**src/rtl/ale_ram.sv**
```systemverilog
`timescale 1ns / 1ps
// ----------------------------------------------------------------------------
// ale_ram
// Generic simple dual-port RAM, one write port, registered read.
// ----------------------------------------------------------------------------
module ale_ram #(
    parameter int WIDTH = 32,
    parameter int DEPTH = 128
) (
    input  logic                     i_clk,
    input  logic                     i_we,
    input  logic [$clog2(DEPTH)-1:0] i_wr_addr,
    input  logic [WIDTH-1:0]         i_wr_data,
    input  logic [$clog2(DEPTH)-1:0] i_rd_addr,
    output logic [WIDTH-1:0]         o_rd_data
);

    logic [WIDTH-1:0] r_mem [DEPTH];

    always_ff @(posedge i_clk) begin
        if (i_we) begin
            r_mem[i_wr_addr] <= i_wr_data;
        end
        o_rd_data <= r_mem[i_rd_addr];
    end

endmodule

```
**config.mk**
```make
export PLATFORM = sky130hd
export DESIGN_NAME = ale_ram
export DESIGN_NICKNAME = d
export VERILOG_FILES = /design/src/rtl/ale_ram.sv
export SDC_FILE = /design/constraint.sdc
export NUM_CORES = 2
export LEC_CHECK = 0
export BUFFER_PORTS_ARGS = -buffer_cell sky130_fd_sc_hd__buf_2
export CORE_AREA = 2 2 537 539
export CTS_CLUSTER_SIZE = 16
export DETAILED_ROUTE_END_ITERATION = 10
export DIE_AREA = 0 0 539 541
export PLACE_DENSITY_LB_ADDON = 0.25
export REMOVE_ABC_BUFFERS = 1
export SLEW_MARGIN = 20
export SYNTH_ARGS = -nofsm -noshare
export SYNTH_HDL_FRONTEND = slang
export SYNTH_SLANG_ARGS = --single-unit
```
**constraint.sdc**
```tcl
create_clock -name i_clk -period 4 [get_ports i_clk]
set_clock_uncertainty 0.2 [all_clocks]
set_input_delay 0.2 -clock i_clk [delete_from_list [all_inputs] [get_ports i_clk]]
set_output_delay 0.2 -clock i_clk [all_outputs]
set_load 0.005 [all_outputs]
```
==> run_results.csv <==
group,metric,value,unit
timing,setup_viol,0,
synth,yosysWarnings,0,
setup_path,end_kind,"register",
cts,cts.htree.levels,5,
cts,clock_latency,0.95,ns
synth,yosysUniqueCellTypes,17,
cts,ctsRootBufferMaster,"clkbuf_16",
setup_path,rrSetupSlack,0.29,ns
place,dp_cells,9909,
synth,synthMuxAreaShare,19.60,%
finish,fillCellCount,18340,
detailed_routing,wl,395.5,mm
finish,fin_area,0.1801,sq mm
finish,area_delta_synth_final,15.23,%
synth,synthAdderAreaFrac,0,%
synth,synth-xor-area-share,0,%
detailed_routing,wire_per_inst,36.78,microns
setup_path,critical_path_arrival,4.38,ns
floorplanning,die_w,539,microns
floorplanning,rows,197,
grt,grtUsageTotal,27.20,%
timing,max_freq,265.5,MHz
setup_path,r2r_start,"r_mem[68][11]$_DFFE_PP_",
timing,finalHoldViolCount,0,
floorplanning,fp.dieArea,0.2916,sq mm
pwr,powerDensity,506.9,mW/mm^2
setup_path,cp_max_fo,32,
timing,finalSetupTns,0,ns
job,max_cap_viol_count,0,
timing,rsz0062_at_grt,"no",
setup_path,cp-startpoint,"i_rd_addr[0]",
finish,final_common_cell,"edfxtp_1",
finish,final_core_util,62.87,%
pwr,ir_worst_vdd,0.0003998,V
detailed_routing,vias,71890,
detailed_routing,drc,0,
detailed_routing,drt_iter0_markers,10610,
pwr,fin_total_pwr,91.27,mW
setup_path,worst_r2r_path_depth,6,
synth,synth_top_family_by_area,"multiplexers",
synth,synth.area.top_cells,"edfxtp_1 79%, mux4_2 19%, clkbuf_1 0.44%",
setup_path,crit_end,"o_rd_data[11]$_DFF_P_",
floorplanning,core,0.2864,sq mm
floorplanning,ios,80,
finish,final_cell_mix,"4096 x edfxtp_1, 1344 x mux4_2, 407 x clkbuf_16",
setup_path,path_class,"primary input to register",
grt,antenna_found_initial,64,
cts,numCtsBuffers,404,
synth,yosysSeqAreaShare,79.12,%
pwr,p_leak,55.53,nW
min_path,hp-class,"primary input to register",
place,gp_congestion,0.8457,
synth,synthCells,5990,
place,io_buffers,79,
cts,cts_resized,0,
detailed_routing,dr.pass1.iters,6,
finish,final_nets,6638,
status,status,"finished, final reports clean",
grt,grt_pass1_vias,71690,
timing,slew_headroom,24.61,%
cts,cts_tree,"done",
min_path,hp-start,"i_wr_data[30]",
place,post_dp_cell_area,0.1658,sq mm
synth,synth_top_area_cell,"edfxtp_1",
min_path,hold_depth,2,
timing,fin_crit_sh,94.18,%
place,hpwl,216.0,mm
grt,grt.overflow.total,0,
setup_path,reg2reg_to,"o_rd_data[11]$_DFF_P_",
synth,syn_area_per_cell,26.09,sq um
synth,synth_top_area_share,78.71,%
setup_path,crit_required,4.62,ns
floorplanning,start_util,54.56,%
grt,grt_max_degree,106,
cts,cts_sinks,4128,
timing,slew_violations,0,
floorplanning,die_h,541,microns
detailed_routing,via_per_inst,6.686,
cts,cts.clk_slew.worst_paths,0.06,ns
synth,synth_area,0.1563,sq mm
timing,fin_crit,3.767,ns
finish,drive_gt1_share,36.94,%
grt,grt_pass1_wl,552.5,mm
synth,synthSimpleGateAreaFrac,0.4460,%
timing,worst_slew_pin_slew,1.131,ns
finish,instances_no_fill,10750,
cts,clockBufferDepth,4,
synth,synth_compound_area_share,0,%
synth,synth-seq-cells,4128,
detailed_routing,ant_nets,0,
setup_path,cp-start-kind,"primary input",
-- cells in the mapped netlist --
cell      instances
nand2_1          14
nand2b_1          2
nand3_1          12
nand4_1           3
buf_2            79
nor2b_1           7
or3_1             1
mux4_2         1344
nor2_1          122
mux2_2           32
dfxtp_1          32
buf_4             3
edfxtp_1       4096
buf_1            50
buf_6             2
nor3_1            9
clkbuf_1        182
-- flip-flops by register name, indices dropped and copies added (netlist names) --
| name | flops |
|---|---|
| o_rd_data | 32 |
| r_mem | 4096 |
-- what timing repair did --
| action | 4_1_cts | 5_1_grt |
|---|---|---|
| buffers inserted | 0 | 0 |
| hold buffers | 50 | 0 |
| endpoints found under the hold margin | 3558 | 0 |
-- how the worst min path moves through the flow --
stage	end
floorplan	r_mem[0][0]$_DFFE_PP_
global placement	o_rd_data[4]
detailed placement	o_rd_data[4]
CTS	r_mem[67][23]$_DFFE_PP_
global route	r_mem[67][7]$_DFFE_PP_
finish	r_mem[70][30]$_DFFE_PP_
-- layout make-up --
| class | count | area (sq um) | area share [%] |
|---|---|---|---|
| Antenna cell | 41 | 102.6 | 0.05698 |
| Clock buffer | 490 | 10640 | 5.907 |
| Clock inverter | 256 | 2859 | 1.588 |
| Multi-Input combinational cell | 1546 | 32290 | 17.93 |
| Sequential cell | 4128 | 123600 | 68.66 |
| Tap cell | 3781 | 4731 | 2.627 |
| Timing Repair Buffer | 510 | 5811 | 3.227 |
-- critical path: stages --
cell and delay [ns]:
buf_12 0.17, buf_12 0.24, buf_12 0.29, buf_12 0.22, buf_4 0.18, mux4_2 0.51
mux4_2 0.57, mux4_2 0.49, dlygate4sd3_1 0.57, mux2_2 0.26, dlygate4sd3_1 0.56
-- cells by family (layout without fill, tap and decap cells) --
logic type             after synthesis  count (layout)
DFF                               4128            4128
and+or+nand+nor                    170             170
buffers and inverters              316            1256
muxes                             1376            1376
other                                0              41
-- per-layer routing --
| layer | wire (microns) | part of all wire, % | global-route usage [%] | vias to the layer above |
|---|---|---|---|---|
| met2 | 189000 | 48 | 42.34 | 4315 |
| met3 | 43650 | 11 | 6.114 | 537 |
| met1 | 151900 | 38 | 39.67 | 39370 |
| met5 | 57 | 0.014 | 0 | - |
| li1 | - | - | - | 27660 |
| met4 | 10890 | 2.8 | 7.025 | 8 |
-- power breakdown --
group          internal, mW  leakage, nW  switching (mW)
Sequential             47.8         37.1           0.161
Combinational          1.90         11.9            2.79
Clock                  22.5         6.58            16.1
-- per-stage QoR --
step	hold WS (ns)	worst slack (ns)
finish	0.05795	0.2329
CTS	0.1318	0.2801
detailed placement	0.3873	0.2727
global placement	0.3987	0.2614
floorplan	0.09887	0.3935
global route	0.03953	0.1596
(Power assumes the default switching activity.)
