File: config.mk
export PLATFORM = sky130hd
export DESIGN_NAME = ale_core
export DESIGN_NICKNAME = d
export VERILOG_FILES = /design/src/rtl/ale_pkg.sv /design/src/rtl/ale_core.sv
export SDC_FILE = /design/constraint.sdc
export NUM_CORES = 1
export LEC_CHECK = 0
export CAP_MARGIN = 20
export CORE_MARGIN = 4
export CORE_UTILIZATION = 56
export CTS_CLUSTER_SIZE = 16
export DETAILED_ROUTE_END_ITERATION = 12
export DONT_BUFFER_PORTS = 1
export PLACE_DENSITY = 0.81
export SKIP_LAST_GASP = 1
export SLEW_MARGIN = 10
export SYNTH_ARGS = -nofsm -noshare
export SYNTH_HDL_FRONTEND = slang
export SYNTH_SLANG_ARGS = --single-unit
File: constraint.sdc
create_clock -name i_clk -period 6.84 [get_ports i_clk]
set_clock_uncertainty 0.05 [all_clocks]
set_input_delay 0.342 -clock i_clk [delete_from_list [all_inputs] [get_ports i_clk]]
set_output_delay 0.342 -clock i_clk [all_outputs]
set_load 0.02 [all_outputs]
File: src/rtl/ale_pkg.sv
`timescale 1ns / 1ps
// ----------------------------------------------------------------------------
// ale_pkg
// Shared types and codes for the array list engine.
// ----------------------------------------------------------------------------
package ale_pkg;

    typedef enum logic [2:0] {
        CMD_GET     = 3'd0,
        CMD_REPLACE = 3'd1,
        CMD_INSERT  = 3'd2,
        CMD_PUSH    = 3'd3,
        CMD_REMOVE  = 3'd4,
        CMD_SORT    = 3'd5,
        CMD_LSEARCH = 3'd6,
        CMD_BSEARCH = 3'd7
    } t_cmd;

    typedef enum logic [1:0] {
        ST_OK       = 2'd0,
        ST_RANGE    = 2'd1,
        ST_FULL     = 2'd2,
        ST_NOTFOUND = 2'd3
    } t_status;

    typedef struct packed {
        t_cmd               command;
        logic [6:0]         index;
        logic signed [31:0] value;
    } t_req;

    typedef struct packed {
        t_status            status;
        logic signed [31:0] read_value;
        logic [6:0]         found_position;
        logic [7:0]         element_count;
    } t_rsp;

endpackage

File: src/rtl/ale_core.sv
`timescale 1ns / 1ps
// ----------------------------------------------------------------------------
// ale_core
// Command sequencer: walks the store through the RAM.
// ----------------------------------------------------------------------------
module ale_core #(
    parameter int DEPTH     = 128,
    parameter int WORD_BITS = 32
) (
    input  logic                     i_clk,
    input  logic                     i_rst_n,
    input  logic                     i_req_valid,
    output logic                     o_req_ready,
    input  ale_pkg::t_req            i_req,
    output logic                     o_rsp_valid,
    input  logic                     i_rsp_ready,
    output ale_pkg::t_rsp            o_rsp,
    output logic [$clog2(DEPTH)-1:0] o_rd_addr,
    input  logic [WORD_BITS-1:0]     i_rd_data,
    output logic                     o_we,
    output logic [$clog2(DEPTH)-1:0] o_wr_addr,
    output logic [WORD_BITS-1:0]     o_wr_data
);
    import ale_pkg::*;

    localparam int AW   = $clog2(DEPTH);
    localparam int CW   = $clog2(DEPTH + 1);
    localparam int CMPW = (CW > 7) ? CW : 7;

    typedef enum logic [3:0] {
        S_IDLE, S_START, S_GET, S_INS_WR, S_INS_FIN, S_REM_WR,
        S_SRT_K, S_SRT_M, S_SRT_WK, S_LIN, S_BIN, S_DONE
    } t_state;

    t_state                r_state, n_state;
    t_cmd                  r_cmd;
    logic [CMPW-1:0]       r_idx;
    logic [WORD_BITS-1:0]  r_word;
    logic [CW-1:0]         r_count, n_count;
    logic [CW-1:0]         r_k, n_k;
    logic [CW-1:0]         r_m, n_m;
    logic [CW-1:0]         r_lo, n_lo, r_hi, n_hi, r_mid, n_mid;
    logic [WORD_BITS-1:0]  r_a, n_a;
    t_status               r_st, n_st;
    logic [31:0]           r_rv, n_rv;
    logic [CW-1:0]         r_pos, n_pos;
    logic                  r_ovalid;
    t_rsp                  r_rsp;

    logic [CMPW-1:0] cnt_ext;
    logic [CW-1:0]   idx_c;
    logic [CW-1:0]   k_dn, k_up, m_up, lo_up;

    assign cnt_ext = CMPW'(r_count);
    assign idx_c   = r_idx[CW-1:0];
    assign k_dn    = r_k - CW'(1);
    assign k_up    = r_k + CW'(1);
    assign m_up    = r_m + CW'(1);
    assign lo_up   = r_mid + CW'(1);

    assign o_req_ready = (r_state == S_IDLE);
    assign o_rsp_valid = r_ovalid;
    assign o_rsp       = r_rsp;

    always_comb begin
        n_state   = r_state;
        n_count   = r_count;
        n_k       = r_k;
        n_m       = r_m;
        n_lo      = r_lo;
        n_hi      = r_hi;
        n_mid     = r_mid;
        n_a       = r_a;
        n_st      = r_st;
        n_rv      = r_rv;
        n_pos     = r_pos;
        o_rd_addr = r_k[AW-1:0];
        o_we      = 1'b0;
        o_wr_addr = r_k[AW-1:0];
        o_wr_data = r_word;
        case (r_state)
            S_IDLE: begin
                if (i_req_valid) begin
                    n_state = S_START;
                    n_st    = ST_OK;
                    n_rv    = '0;
                    n_pos   = '0;
                end
            end
            S_START: begin
                n_state = S_DONE;
                case (r_cmd)
                    CMD_GET: begin
                        if (r_idx >= cnt_ext) begin
                            n_st = ST_RANGE;
                        end else begin
                            o_rd_addr = r_idx[AW-1:0];
                            n_state   = S_GET;
                        end
                    end
                    CMD_REPLACE: begin
                        if (r_idx >= cnt_ext) begin
                            n_st = ST_RANGE;
                        end else begin
                            o_we      = 1'b1;
                            o_wr_addr = r_idx[AW-1:0];
                        end
                    end
                    CMD_INSERT: begin
                        if (r_idx > cnt_ext) begin
                            n_st = ST_RANGE;
                        end else if (r_count == CW'(DEPTH)) begin
                            n_st = ST_FULL;
                        end else if (r_idx == cnt_ext) begin
                            o_we      = 1'b1;
                            o_wr_addr = r_count[AW-1:0];
                            n_count   = r_count + CW'(1);
                        end else begin
                            n_k       = r_count;
                            o_rd_addr = AW'(r_count - CW'(1));
                            n_state   = S_INS_WR;
                        end
                    end
                    CMD_PUSH: begin
                        if (r_count == CW'(DEPTH)) begin
                            n_st = ST_FULL;
                        end else begin
                            o_we      = 1'b1;
                            o_wr_addr = r_count[AW-1:0];
                            n_count   = r_count + CW'(1);
                        end
                    end
                    CMD_REMOVE: begin
                        if (r_idx >= cnt_ext) begin
                            n_st = ST_RANGE;
                        end else if (CMPW'(idx_c + CW'(1)) >= cnt_ext) begin
                            n_count = r_count - CW'(1);
                        end else begin
                            n_k       = idx_c;
                            o_rd_addr = AW'(idx_c + CW'(1));
                            n_state   = S_REM_WR;
                        end
                    end
                    CMD_SORT: begin
                        if (r_count > CW'(1)) begin
                            n_k       = '0;
                            o_rd_addr = '0;
                            n_state   = S_SRT_K;
                        end
                    end
                    CMD_LSEARCH: begin
                        if (r_count == '0) begin
                            n_st = ST_NOTFOUND;
                        end else begin
                            n_k       = '0;
                            o_rd_addr = '0;
                            n_state   = S_LIN;
                        end
                    end
                    default: begin
                        if (r_count == '0) begin
                            n_st = ST_NOTFOUND;
                        end else begin
                            n_lo      = '0;
                            n_hi      = r_count;
                            n_mid     = (r_count - CW'(1)) >> 1;
                            o_rd_addr = AW'((r_count - CW'(1)) >> 1);
                            n_state   = S_BIN;
                        end
                    end
                endcase
            end
            S_GET: begin
                n_rv    = 32'($signed(i_rd_data));
                n_state = S_DONE;
            end
            S_INS_WR: begin
                o_we      = 1'b1;
                o_wr_addr = r_k[AW-1:0];
                o_wr_data = i_rd_data;
                n_k       = k_dn;
                o_rd_addr = AW'(k_dn - CW'(1));
                if (k_dn == idx_c) begin
                    n_state = S_INS_FIN;
                end
            end
            S_INS_FIN: begin
                o_we      = 1'b1;
                o_wr_addr = r_k[AW-1:0];
                n_count   = r_count + CW'(1);
                n_state   = S_DONE;
            end
            S_REM_WR: begin
                o_we      = 1'b1;
                o_wr_addr = r_k[AW-1:0];
                o_wr_data = i_rd_data;
                n_k       = k_up;
                o_rd_addr = AW'(k_up + CW'(1));
                if (k_up + CW'(1) >= r_count) begin
                    n_count = r_count - CW'(1);
                    n_state = S_DONE;
                end
            end
            S_SRT_K: begin
                n_a       = i_rd_data;
                n_m       = k_up;
                o_rd_addr = k_up[AW-1:0];
                n_state   = S_SRT_M;
            end
            S_SRT_M: begin
                if ($signed(r_a) > $signed(i_rd_data)) begin
                    o_we      = 1'b1;
                    o_wr_addr = r_m[AW-1:0];
                    o_wr_data = r_a;
                    n_a       = i_rd_data;
                end
                n_m       = m_up;
                o_rd_addr = m_up[AW-1:0];
                if (m_up >= r_count) begin
                    n_state = S_SRT_WK;
                end
            end
            S_SRT_WK: begin
                o_we      = 1'b1;
                o_wr_addr = r_k[AW-1:0];
                o_wr_data = r_a;
                n_k       = k_up;
                o_rd_addr = k_up[AW-1:0];
                if (k_up + CW'(1) < r_count) begin
                    n_state = S_SRT_K;
                end else begin
                    n_state = S_DONE;
                end
            end
            S_LIN: begin
                n_k       = k_up;
                o_rd_addr = k_up[AW-1:0];
                if (i_rd_data == r_word) begin
                    n_pos   = r_k;
                    n_state = S_DONE;
                end else if (k_up >= r_count) begin
                    n_st    = ST_NOTFOUND;
                    n_state = S_DONE;
                end
            end
            S_BIN: begin
                if (i_rd_data == r_word) begin
                    n_pos   = r_mid;
                    n_state = S_DONE;
                end else begin
                    if ($signed(r_word) > $signed(i_rd_data)) begin
                        n_lo = lo_up;
                    end else begin
                        n_hi = r_mid;
                    end
                    n_mid     = n_lo + ((n_hi - CW'(1) - n_lo) >> 1);
                    o_rd_addr = n_mid[AW-1:0];
                    if (n_lo >= n_hi) begin
                        n_st    = ST_NOTFOUND;
                        n_state = S_DONE;
                    end
                end
            end
            S_DONE: begin
                if (!r_ovalid || i_rsp_ready) begin
                    n_state = S_IDLE;
                end
            end
            default: begin
                n_state = S_IDLE;
            end
        endcase
    end

    always_ff @(posedge i_clk) begin
        if (!i_rst_n) begin
            r_state  <= S_IDLE;
            r_count  <= '0;
            r_ovalid <= 1'b0;
        end else begin
            r_state <= n_state;
            r_count <= n_count;
            if (r_state == S_DONE && (!r_ovalid || i_rsp_ready)) begin
                r_ovalid <= 1'b1;
            end else if (i_rsp_ready) begin
                r_ovalid <= 1'b0;
            end
        end
        if (r_state == S_IDLE && i_req_valid) begin
            r_cmd  <= i_req.command;
            r_idx  <= CMPW'(i_req.index);
            r_word <= WORD_BITS'(i_req.value);
        end
        if (r_state == S_DONE && (!r_ovalid || i_rsp_ready)) begin
            r_rsp.status         <= r_st;
            r_rsp.read_value     <= r_rv;
            r_rsp.found_position <= 7'(r_pos);
            r_rsp.element_count  <= 8'(r_count);
        end
        r_k   <= n_k;
        r_m   <= n_m;
        r_lo  <= n_lo;
        r_hi  <= n_hi;
        r_mid <= n_mid;
        r_a   <= n_a;
        r_st  <= n_st;
        r_rv  <= n_rv;
        r_pos <= n_pos;
    end

endmodule

==> results of run 1 <==
power breakdown:
group,leakage [nW],total [W],internal [W],switching [W]
registers,1.99,0.00221,0.00186,0.000351
logic,3.80,0.00395,0.00140,0.00255
clock network,0.368,0.00127,0.000717,0.000549
routing by layer:
metal | wire [um] | vias up
met1 | 17500 | 5731
li1 | - | 5275
met4 | 2780 | 0
met2 | 21100 | 1000
met5 | 0 | -
met3 | 5690 | 236
timing repair:
item,CTS,global route
endpoints found under the hold margin,78,0
endpoints found under the setup margin,1,3
gates resized for setup,3,15
gates cloned,0,1
hold buffers,75,0
pin swaps,0,5
setup buffers,0,2
cell usage after synthesis, types with 12 or more instances:
| master | count |
|---|---|
| sky130_fd_sc_hd__a21oi_1 | 74 |
| sky130_fd_sc_hd__nand2_1 | 110 |
| sky130_fd_sc_hd__nand2b_1 | 12 |
| sky130_fd_sc_hd__o21ai_0 | 71 |
| sky130_fd_sc_hd__nor2_1 | 141 |
| sky130_fd_sc_hd__dfxtp_1 | 13 |
| sky130_fd_sc_hd__a221o_1 | 46 |
| sky130_fd_sc_hd__xnor2_1 | 47 |
| sky130_fd_sc_hd__xor2_1 | 30 |
| sky130_fd_sc_hd__nand4_1 | 21 |
| sky130_fd_sc_hd__nor3_1 | 55 |
| sky130_fd_sc_hd__ha_1 | 132 |
| sky130_fd_sc_hd__nor2b_1 | 16 |
| sky130_fd_sc_hd__o21a_1 | 22 |
| sky130_fd_sc_hd__inv_1 | 79 |
| sky130_fd_sc_hd__edfxtp_1 | 204 |
| sky130_fd_sc_hd__a21o_1 | 22 |
| sky130_fd_sc_hd__clkbuf_1 | 58 |
| sky130_fd_sc_hd__mux2i_1 | 23 |
| sky130_fd_sc_hd__nand3_1 | 38 |
worst reg2reg max path, cell delays in order, from the launching register on:
cell	delay, ns
sky130_fd_sc_hd__edfxtp_1	0.80
sky130_fd_sc_hd__inv_1	0.29
sky130_fd_sc_hd__ha_1	0.63
sky130_fd_sc_hd__nand3_1	0.26
sky130_fd_sc_hd__nor3_1	0.38
sky130_fd_sc_hd__nand3_1	0.15
sky130_fd_sc_hd__xnor2_1	0.18
sky130_fd_sc_hd__ha_1	0.30
sky130_fd_sc_hd__nand4_1	0.13
sky130_fd_sc_hd__o21ai_0	0.63
sky130_fd_sc_hd__a211oi_1	0.23
sky130_fd_sc_hd__or4_1	0.69
sky130_fd_sc_hd__a221oi_4	0.37
sky130_fd_sc_hd__nor2_1	0.08
sky130_fd_sc_hd__a311oi_1	0.25
per-stage QoR:
| step | setup TNS, ns | hold WS, ns |
|---|---|---|
| floorplan | 0 | 0.350 |
| global placement | 0 | 0.350 |
| detailed placement | 0 | 0.355 |
| CTS | 0 | 0.0520 |
| global route | -0.00570 | 0.0619 |
| finish | 0 | 0.0647 |
flip-flops by register name, indices dropped and copies added (netlist names), 3 cells and up:
name     count
r_k          8
r_a         32
r_rv        32
cnt_ext      8
o_rsp       49
r_pos        7
r_m          8
idx_c        7
r_hi         8
r_lo         8
r_word      32
r_cmd        3
r_state      4
r_mid        8
cell families after synthesis:
logic type	synth area share, %
flops	45.4
buf+inv	4.06
compound gates	17.0
simple gates	14.8
xor+xnor	4.79
fa+ha+maj	12.0
mux	1.92
final cells by class:
| type | count | area [um^2] |
|---|---|---|
| fill | 1870 | 8480 |
| multi-input combinational | 1019 | 7240 |
| sequential | 217 | 6390 |
| timing repair buffer | 97 | 966 |
| clock buffer | 27 | 611 |
| tap | 324 | 405 |
| inverter | 82 | 308 |
| clock inverter | 15 | 134 |
| antenna | 1 | 2.50 |
worst paths after layout:
kind / endpoint / slack [ns] / cells past startpoint
worst max-delay path: o_rd_addr[6] / 0.36 / 25
worst min-delay path: o_rsp_valid$_SDFFE_PN0P_ / 0.06 / 2
worst max register to register: r_state[2]$_SDFFE_PN0P_ / 1.35 / 14
worst min register to register: o_rsp[25]$_DFFE_PP_ / 0.36 / 0
==> results.md, run 1 <==
Power:
- The maximum resistive drop on vdd is 0.329 mV.
- Overall power consumption after layout is estimated at 0.00743 W.
- In this run the static leakage power is 6.16 nW.
- For this design the ratio of total power to cell area is 463 mW/mm^2.

Timing:
- Setup slack on the critical path of the routed design comes to 0.358 ns.
- The max-slew violation count is 0.
- Static timing analysis puts the maximum clock frequency at 154 MHz.
- Setup violations remaining at the end of the flow were counted as 0.
- The final count of hold timing violations is 0.
- The time the final worst path needs with I/O delays and setup is 6.48 ns.
- The transition time at the pin with the least slew margin is 1.13 ns.
- Headroom to the max-slew limit came out at 24.6%.
- The worst path uses 94.8% of the clock period.

Global routing:
- The total routing usage reported by global routing is 32.3%.
- The number of antenna violations at the first check in global routing came to 1.
- Global routing used 51.2% of the available met2 tracks.
- The total overflow reported by the global router is 0.
- The maximum number of pins on one net before global-route repair is 50.
- For met1 alone, demand over resource in global routing was 44.0%.
- The number of global-route vias before repair was 11,700.
- The first-pass GRT wire length is 71.1 mm.
- The most heavily used metal layer in global routing is met2.
- Global routing used 6.64% of the available met3 tracks.

Route:
- The via count normalized by instance count is 6.87.
- The number of DRC violations after detailed-routing iteration 0 is 2,190.
- The DRC violation count after routing is 0.
- The first detailed-routing pass took 7 iterations.
- Once detail routing completed, the nets flagged for antenna violations numbered 0.
- The routed length per placed instance is 26.4 um.
- For this block, the via count after detailed routing is 12,200.
- The final layout contains routed wiring with a total length of 47.1 mm.

Logic synthesis:
- The sequential share of the synthesized area is 45.4%.
- The combined area of all synthesized cells is 0.0141 mm^2.
- Of all cell types, the one taking the most synthesized area is sky130_fd_sc_hd__edfxtp_1.
- The synthesized area per cell is 10.2 um^2.
- In this run, synthesis inferred 204 flip-flops with an integrated enable.
- The count of mapped cells out of synthesis is 1,386.
- The share of synthesized flip-flops with an asynchronous set or reset is 0%.
- When the netlist entered floorplanning its net count stood at 1,598.
- By area the synthesized netlist is led by sky130_fd_sc_hd__edfxtp_1 (44%), sky130_fd_sc_hd__ha_1 (12%), sky130_fd_sc_hd__nor2_1 (3.8%).
- The unique cell type count in the Yosys netlist is 83.
- The most used flip-flop cell after synthesis is sky130_fd_sc_hd__edfxtp_1.
- The number of warnings reported in the yosys synthesis log is 0.
- The fraction of synthesized cell area taken by the top area cell type is 43.5%.
- The flip-flop and latch count after synthesis is 217.

Die:
- The overall die width is 167 um.
- For this configuration, the core starts out at a cell density of 57.4%.
- Row generation in the floorplan step produced 57 rows.
- The floorplan step set the die height to 167 um.
- The floorplan step defined a die boundary enclosing 0.0277 mm^2.
- Pin placement for this block handled 176 I/O pins.
- The area of the core is 0.0245 mm^2.

Worst setup path:
- The category of the critical setup timing path is register to primary output.
- Along the worst path, the maximum fanout reaches 7.
- Data arrives at the worst endpoint at 6.09 ns.
- The cell type of the slowest stage on the worst timing path is sky130_fd_sc_hd__nor4_4.
- In this run the critical register-to-register path is launched from r_k[1]$_DFFE_PP_.
- The number of buffers and inverters on the critical path is 1.
- The peak per-stage delay on the critical path is 0.43 ns.
- Broken down by cell family, the worst path's largest delay share belongs to simple AND/OR/NAND/NOR gates.
- The startpoint of the worst setup timing path is r_word[19]$_DFFE_PP_.
- At the worst endpoint, the required time is 6.45 ns.
- STA classifies the critical path startpoint as a register.
- The worst setup path is captured at a primary output.

Cells and area:
- Compared with the post-synthesis result, the final layout area differs by 14.0%.
- The most common library cell in the layout ignoring fill and taps is sky130_fd_sc_hd__edfxtp_1.
- For this run, the number of standard cells in the final layout without fillers is 1,782.
- At the end of the flow the core is filled with cells to 65.4%.
- The share of final-layout standard cells stronger than drive strength 1 is 6.73%.
- In the layout the commonest cells are sky130_fd_sc_hd__edfxtp_1 (204), sky130_fd_sc_hd__nor2_1 (140), sky130_fd_sc_hd__ha_1 (132), sky130_fd_sc_hd__nand2_1 (109), sky130_fd_sc_hd__inv_1 (78).
- The final-stage net count is 1,652.
- The design area is 0.0161 mm^2.

Placement:
- Routability-driven placement finished with a final weighted congestion of 1.02.
- The number of placed cells counting well taps is 1,660.
- During placement, the flow inserted port buffers numbering 0.
- OpenSTA, run right after detailed placement, puts the worst setup slack at 0.525 ns.
- The post-detailed-placement half-perimeter wirelength is 32.1 mm.
- The cell area reported after detailed placement is 0.0144 mm^2.

Min path:
- The startpoint identified for the worst hold timing path is i_rsp_ready.
- The class of the most critical hold timing path is primary input to register.

Clocking:
- The deepest clock path buffer count is 3.
- The maximum level of the CTS H-tree is 1.
- After clock tree synthesis, the clock-pin slew on the worst setup and hold paths is 0.07 ns.
- The sink count of the clock tree is 217.
- In this run the clock root is driven by a sky130_fd_sc_hd__clkbuf_16.
- TritonCTS created 23 clock buffers.
- Clock latency on the worst-skew pair, taken at its later pin, is 0.53 ns.
- The clock tree from TritonCTS is yes.

Run:
- The max capacitance violation total is 0.

Run status:
- The run finished with clean final reports.
Power figures use the tool's default switching activity.
==> run 2, diff against run 1 <==
--- a/config.mk
+++ b/config.mk
@@ -7,11 +7,12 @@
 export LEC_CHECK = 0
 export CAP_MARGIN = 20
 export CORE_MARGIN = 4
-export CORE_UTILIZATION = 56
+export CORE_UTILIZATION = 30
 export CTS_CLUSTER_SIZE = 16
 export DETAILED_ROUTE_END_ITERATION = 12
 export DONT_BUFFER_PORTS = 1
-export PLACE_DENSITY = 0.81
+export PLACE_DENSITY = 0.54
+export REMOVE_ABC_BUFFERS = 1
 export SKIP_LAST_GASP = 1
 export SLEW_MARGIN = 10
 export SYNTH_ARGS = -nofsm -noshare
==> results.md, run 2 (synthesized netlist as in run 1, its figures left out) <==
Die:
- The overall die width is 225 um.
- For this configuration, the core starts out at a cell density of 30.3%.
- The number of placed I/O pins is 176.
- The vertical die dimension is 225 um.
- The number of core rows is 79.
- The region available for standard cell placement spans 0.0465 mm^2.
- The die area is 0.0504 mm^2.

Cells and area:
- The most common library cell in the layout ignoring fill and taps is sky130_fd_sc_hd__edfxtp_1.
- The share of final-layout standard cells stronger than drive strength 1 is 8.56%.
- Once layout is complete, the utilization of the core stands at 36.0%.
- The top cell types in the final layout, fill and taps aside, are sky130_fd_sc_hd__edfxtp_1 (204), sky130_fd_sc_hd__nor2_1 (140), sky130_fd_sc_hd__ha_1 (130), sky130_fd_sc_hd__nand2_1 (109), sky130_fd_sc_hd__inv_1 (78).
- The final-stage net count is 1,674.
- The number of flip-flops in the largest register is 49.
- After routing the design area is 0.0167 mm^2.
- The area growth from synthesis to layout is 18.9%.

Worst setup path:
- The peak per-stage delay on the critical path is 0.44 ns.
- In this run the worst path has a maximum fanout of 7.
- The data required time of the worst path is 6.45 ns.
- For the worst setup path, the data arrival time is 6.17 ns.
- The critical path endpoint category is a primary output.
- On the critical path the largest part of the delay comes from compound AO/OA/AOI/OAI gates.
- The buffer and inverter count on the worst path is 3.
- The cell type of the slowest stage on the worst timing path is sky130_fd_sc_hd__or3_1.
- By instance count, the cell type seen most on the critical path is sky130_fd_sc_hd__nor2_1.
- The startpoint type of the worst setup path is a register.
- The worst setup path is of the register to primary output kind.

Clocking:
- TritonCTS built the clock tree.
- The root buffer cell chosen for the clock tree is sky130_fd_sc_hd__clkbuf_16.
- The deepest clock path buffer count is 3.
- Buffers inserted during clock tree synthesis total 27.
- CTS built an H-tree with a depth of 1.
- Counting every sink on the clock net gives 217.
- After clock tree synthesis, the clock-pin slew on the worst setup and hold paths is 0.06 ns.
- The later-pin clock latency in the skew report is 0.58 ns.

Route:
- The number of DRC violations after detailed-routing iteration 0 is 1,320.
- The detail route stage leaves a number of antenna-violating nets equal to 0.
- The routed design has 50.1 mm of wire.
- After detailed routing, the number of vias per cell comes to 5.55.
- The DRC violation count after routing is 0.
- The first detailed-routing pass ran for 9 iterations.
- In the final routed layout, each cell accounts on average for 23.9 um.
- The final route contains 11,600 vias.

Run status:
- The flow ran to the end, and the final reports show no timing, DRC or antenna violations.

Timing:
- The transition time at the pin with the least slew margin is 1.07 ns.
- Setup violations remaining at the end of the flow were counted as 0.
- The final count of hold timing violations is 0.
- The time the final worst path needs with I/O delays and setup is 6.56 ns.
- The achievable clock frequency is 153 MHz.
- The worst pin sits at a relative slew slack of 28.3%.
- The max-slew violation count is 0.
- The final critical path takes up 95.9% of the cycle.

Global routing:
- The total overflow reported by the global router is 0.
- Entering global routing, the biggest net connects 39 pins.
- The number of antenna violations at the first check in global routing is 0.
- Global routing used 19.2% of the available tracks.
- The first-pass GRT wire length is 74.7 mm.
- The number of global-route vias before repair is 11,600.

Run:
- Across the run, the number of max-cap violations was 0.

Placement:
- The cell area reported after detailed placement is 0.0148 mm^2.
- The weighted congestion reported at the end of routability-driven placement is 0.938.
- The post-detailed-placement half-perimeter wirelength is 35.4 mm.
- The number of buffers added on ports is 0.

Power:
- VDD sags by at most 0.262 mV.
- The power density over the cells is 461 mW/mm^2.
- The static leakage power is 6.31 nW.

Min path:
- The min-delay analysis places its worst path in the category primary input to register.
-- run 2: cell count changes in the layout (fill, tap and decap cells not counted), moves of 2 or more --
cell	delta
sky130_fd_sc_hd__buf_4	+16
sky130_fd_sc_hd__clkbuf_16	+4
sky130_fd_sc_hd__inv_6	+3
sky130_fd_sc_hd__clkbuf_4	+2
sky130_fd_sc_hd__clkbuf_8	-2
sky130_fd_sc_hd__ha_1	-2
sky130_fd_sc_hd__mux2i_4	+2
sky130_fd_sc_hd__nor3_1	-2
sky130_fd_sc_hd__nor3_2	+2
-- run 2: area by class of cell --
cell class | count | area (um^2)
repair buffers | 115 | 1080
flip-flops and latches | 217 | 6390
multi-input cells | 1019 | 7320
inverters | 82 | 308
clock buffers | 28 | 679
clock inverters | 22 | 199
diodes | 1 | 2.50
fillers | 4671 | 29700
well taps | 607 | 759
-- run 2: repair_timing --
item                                   in CTS  in global routing
hold buffers                               75                  0
setup endpoints to repair                   1                  2
setup buffers                               0                  5
cloned                                      0                  1
endpoints found under the hold margin      79                  0
resized for setup                           7                 22
pin swaps                                   0                  9
-- run 2: routing by layer --
metal	track usage [%]	wire (um)
met5	0	0
met4	7.33	2050
met3	4.22	4160
met2	31.0	22900
met1	25.3	21000
-- run 2: stage by stage --
stage	hold slack (ns)	TNS, ns	std cells	power, W	worst slack, ns
after floorplan	0.350	0	1318	0.00479	1.03
after global placement	0.352	0	1956	0.00604	0.538
after detailed placement	0.355	0	1956	0.00606	0.423
after CTS	0.00990	0	2081	0.00760	0.0105
after global routing	0.0389	-0.00715	2090	0.00816	-0.00715
final	0.0504	0	2091	0.00771	0.283
-- run 2: where the power goes --
group          total (W)  internal [W]  switching, W
logic            0.00410       0.00144       0.00265
clock network    0.00144      0.000812      0.000627
registers        0.00217       0.00186      0.000314
-- run 2: final timing paths --
path / endpoint / start / slack [ns] / cells after the start
min: cnt_ext[2]$_SDFFE_PN0P_ / i_rst_n / 0.05 / 2
max reg2reg: r_mid[7]$_SDFFCE_PN0P_ / r_word[31]$_DFFE_PP_ / 1.49 / 18
min reg2reg: o_rsp[13]$_DFFE_PP_ / r_pos[5]$_DFFE_PP_ / 0.36 / 0
max: o_rd_addr[6] / r_word[31]$_DFFE_PP_ / 0.28 / 25
==> run 3, diff against run 2 <==
--- a/config.mk
+++ b/config.mk
@@ -7,11 +7,11 @@
 export LEC_CHECK = 0
 export CAP_MARGIN = 20
 export CORE_MARGIN = 4
-export CORE_UTILIZATION = 30
+export CORE_UTILIZATION = 35
 export CTS_CLUSTER_SIZE = 16
 export DETAILED_ROUTE_END_ITERATION = 12
 export DONT_BUFFER_PORTS = 1
-export PLACE_DENSITY = 0.54
+export PLACE_DENSITY = 0.59
 export REMOVE_ABC_BUFFERS = 1
 export SKIP_LAST_GASP = 1
 export SLEW_MARGIN = 10
==> results.md, run 3 (synthesized netlist as in run 1, its figures left out) <==
Cells and area:
- The final non-filler cell total is 2,009.
- Summing all flip-flop and latch instances after layout gives 0.00639 mm^2.
- Relative to the synthesized area, the layout overhead comes to 18.4%.
- The final layout contains 1,674 nets.
- The utilization after layout is 41.9%.
- In the layout the commonest cells are sky130_fd_sc_hd__edfxtp_1 (204), sky130_fd_sc_hd__nor2_1 (140), sky130_fd_sc_hd__ha_1 (129), sky130_fd_sc_hd__nand2_1 (109), sky130_fd_sc_hd__inv_1 (78).
- The number of filler instances in the final layout is 3,786.
- The library cell used most frequently in the layout, excluding fill and tap cells, is sky130_fd_sc_hd__edfxtp_1.
- The register with the most flip-flops in the layout has 49 of them.
- The share of final-layout standard cells stronger than drive strength 1 is 9.04%.
- The multi-input combinational cell area is 0.00735 mm^2.

Global routing:
- Entering global routing, the biggest net connects 39 pins.
- Global routing finished with a remaining overflow of 0.
- Global routing consumed, over all layers together, 20.9% of the routing resources.
- The first global-routing pass estimated 71.1 mm of wire.
- The number of antenna violations at the first check in global routing was 1.
- The number of global-route vias before repair came to 11,300.

Timing:
- For the pin with the worst max-slew slack, the measured transition is 1.14 ns.
- The max-slew headroom at the worst pin is 23.3%.
- After layout, the worst path uses 96.6% of the clock period.
- The achievable clock frequency is 151 MHz.
- The final count of hold timing violations is 0.
- The final-report setup violation count is 0.
- The time the final worst path needs with I/O delays and setup is 6.61 ns.
- The max-slew violation count is 0.

Clocking:
- The later-pin clock latency in the skew report is 0.58 ns.
- The clock tree from TritonCTS is yes.
- The maximum level of the CTS H-tree is 1.
- The sink count of the clock tree is 217.
- Clock-pin slew was measured on the worst setup and hold paths at 0.07 ns.
- The deepest clock path buffer count is 3.
- The clock tree root driver cell is sky130_fd_sc_hd__clkbuf_16.
- The clock buffer count from CTS is 27.

Route:
- The DRC violation count after routing is 0.
- The routed layout has 11,800 vias.
- The count of antenna-violating nets left after detailed routing is 0.
- The number of optimization iterations in the first detailed-route pass is 6.
- The routed wire length is 48.3 mm.
- The number of DRC violations after detailed-routing iteration 0 is 1,161.
- In the detailed route, the total length drawn on met2 is 22.4 mm.
- Using the TritonRoute via totals, the vias-per-cell ratio works out to 5.85.
- The sum of routed wire segments on met1 is 20.0 mm.
- The routed length per placed instance is 24.0 um.
- The top layer reached by signal wires is met4.
- The total met3 wirelength after detailed routing is 4.00 mm.

Worst setup path:
- Counting both buffers and inverters, the worst setup path holds a total of 2.
- For flop-to-flop paths, the worst setup slack is 1.32 ns.
- The startpoint identified for the worst register-to-register timing path is r_word[15]$_DFFE_PP_.
- The worst setup path is captured at a primary output.
- The peak per-stage delay on the critical path is 0.40 ns.
- The category of cells accounting for the largest share of critical-path delay is compound AO/OA/AOI/OAI gates.
- The setup path with the least slack is of type register to primary output.
- In this run the worst path has a maximum fanout of 7.
- The most frequent cell on the critical path is sky130_fd_sc_hd__ha_1.
- The length in cells of the worst reg-to-reg path is 23.
- The capturing element of the worst setup path is o_rd_addr[6].
- STA puts the critical path data arrival time at 6.22 ns.
- The number of logic stages on the critical path including buffering is 27.
- Data on the critical path is required at its endpoint by 6.45 ns.
- The cell type of the slowest stage on the worst timing path is sky130_fd_sc_hd__edfxtp_1.
- The critical path starts at r_word[15]$_DFFE_PP_.
- The worst setup path is launched from a register.
- The capture instance of the worst register-to-register path is r_mid[7]$_SDFFCE_PN0P_.

Die:
- The number of placed I/O pins is 176.
- The floorplan has 73 rows.
- The floorplan step defined a die boundary enclosing 0.0435 mm^2.
- After floorplanning, the core was sized to cover 0.0397 mm^2.
- The initial core utilization is 35.4%.
- The overall die width is 209 um.
- The vertical die dimension is 209 um.

Placement:
- The congestion estimate from routability-driven global placement came to 0.997.
- The number of buffers added on ports is 0.
- The post-detailed-placement half-perimeter wirelength is 34.3 mm.
- Once placement completed, the tool counted placed cells totaling 1,868.

Run status:
- The run finished with clean final reports.

Power:
- Power spread over the standard cell area amounts to 466 mW/mm^2.
- IR analysis of the VDD net gives a maximum drop of 0.250 mV.
- Summed over all cells, the static leakage comes to 6.33 nW.

Run:
- The max capacitance violation total is 0.

Min path:
- The min-delay analysis places its worst path in the category primary input to register.
## run 3: cell count changes in the layout (fill, tap and decap cells not counted), moves of 2 or more
cell,change
sky130_fd_sc_hd__inv_6,-4
sky130_fd_sc_hd__clkbuf_1,-2
sky130_fd_sc_hd__clkinv_2,+3
sky130_fd_sc_hd__clkinv_1,-2
sky130_fd_sc_hd__buf_4,+2
sky130_fd_sc_hd__clkinv_4,+3
## run 3: layout make-up
cell class	instances	share of cell area, %
inverter	82	1.85
timing repair buffer	115	6.38
tap	525	3.94
sequential	217	38.3
clock buffer	27	4.05
clock inverter	23	1.34
antenna	1	0.0150
multi-input combinational	1019	44.1
## run 3: where the power goes
part / switching [W] / internal (W)
clock: 0.000621 / 0.000842
sequential: 0.000331 / 0.00186
combinational: 0.00263 / 0.00149
total: 0.00358 / 0.00418
## run 3: repair_timing
item | in CTS | in global routing
resized for setup | 2 | 32
hold endpoints to repair | 79 | 0
pin swaps | 0 | 12
buffers inserted | 0 | 14
setup endpoints to repair | 1 | 3
hold buffers | 75 | 0
gates cloned | 0 | 0
## run 3: worst min path at each step
stage,startpoint,end,slack [ns],cells after the start
after global placement,r_rv[31]$_SDFFCE_PN0P_,o_rsp[46]$_DFFE_PP_,0.35,0
final,i_rd_data[24],r_rv[24]$_SDFFCE_PN0P_,0.05,2
after floorplan,r_pos[2]$_DFFE_PP_,o_rsp[10]$_DFFE_PP_,0.35,0
after detailed placement,r_rv[7]$_SDFFCE_PN0P_,o_rsp[22]$_DFFE_PP_,0.35,0
after CTS,i_rst_n,r_state[3]$_SDFFE_PN0P_,0.02,2
after global routing,i_rd_data[20],r_rv[20]$_SDFFCE_PN0P_,0.03,2
## run 3: metal layers
layer  GRT usage, %  vias up
met4           7.49        0
met2           34.0      574
met3           3.98      104
li1               -     5326
met1           27.8     5749
met5              0        -
## run 3: per-stage QoR
stage	total power, W	cell area, um^2	worst slack, ns	TNS [ns]	hold slack (ns)
after floorplan	0.00479	13800	1.03	0	0.350
after global placement	0.00597	14700	0.530	0	0.351
after detailed placement	0.00601	14700	0.420	0	0.355
after CTS	0.00755	16400	0.0195	0	0.0180
after global routing	0.00820	16700	-0.112	-0.112	0.0327
final	0.00776	16700	0.230	0	0.0499
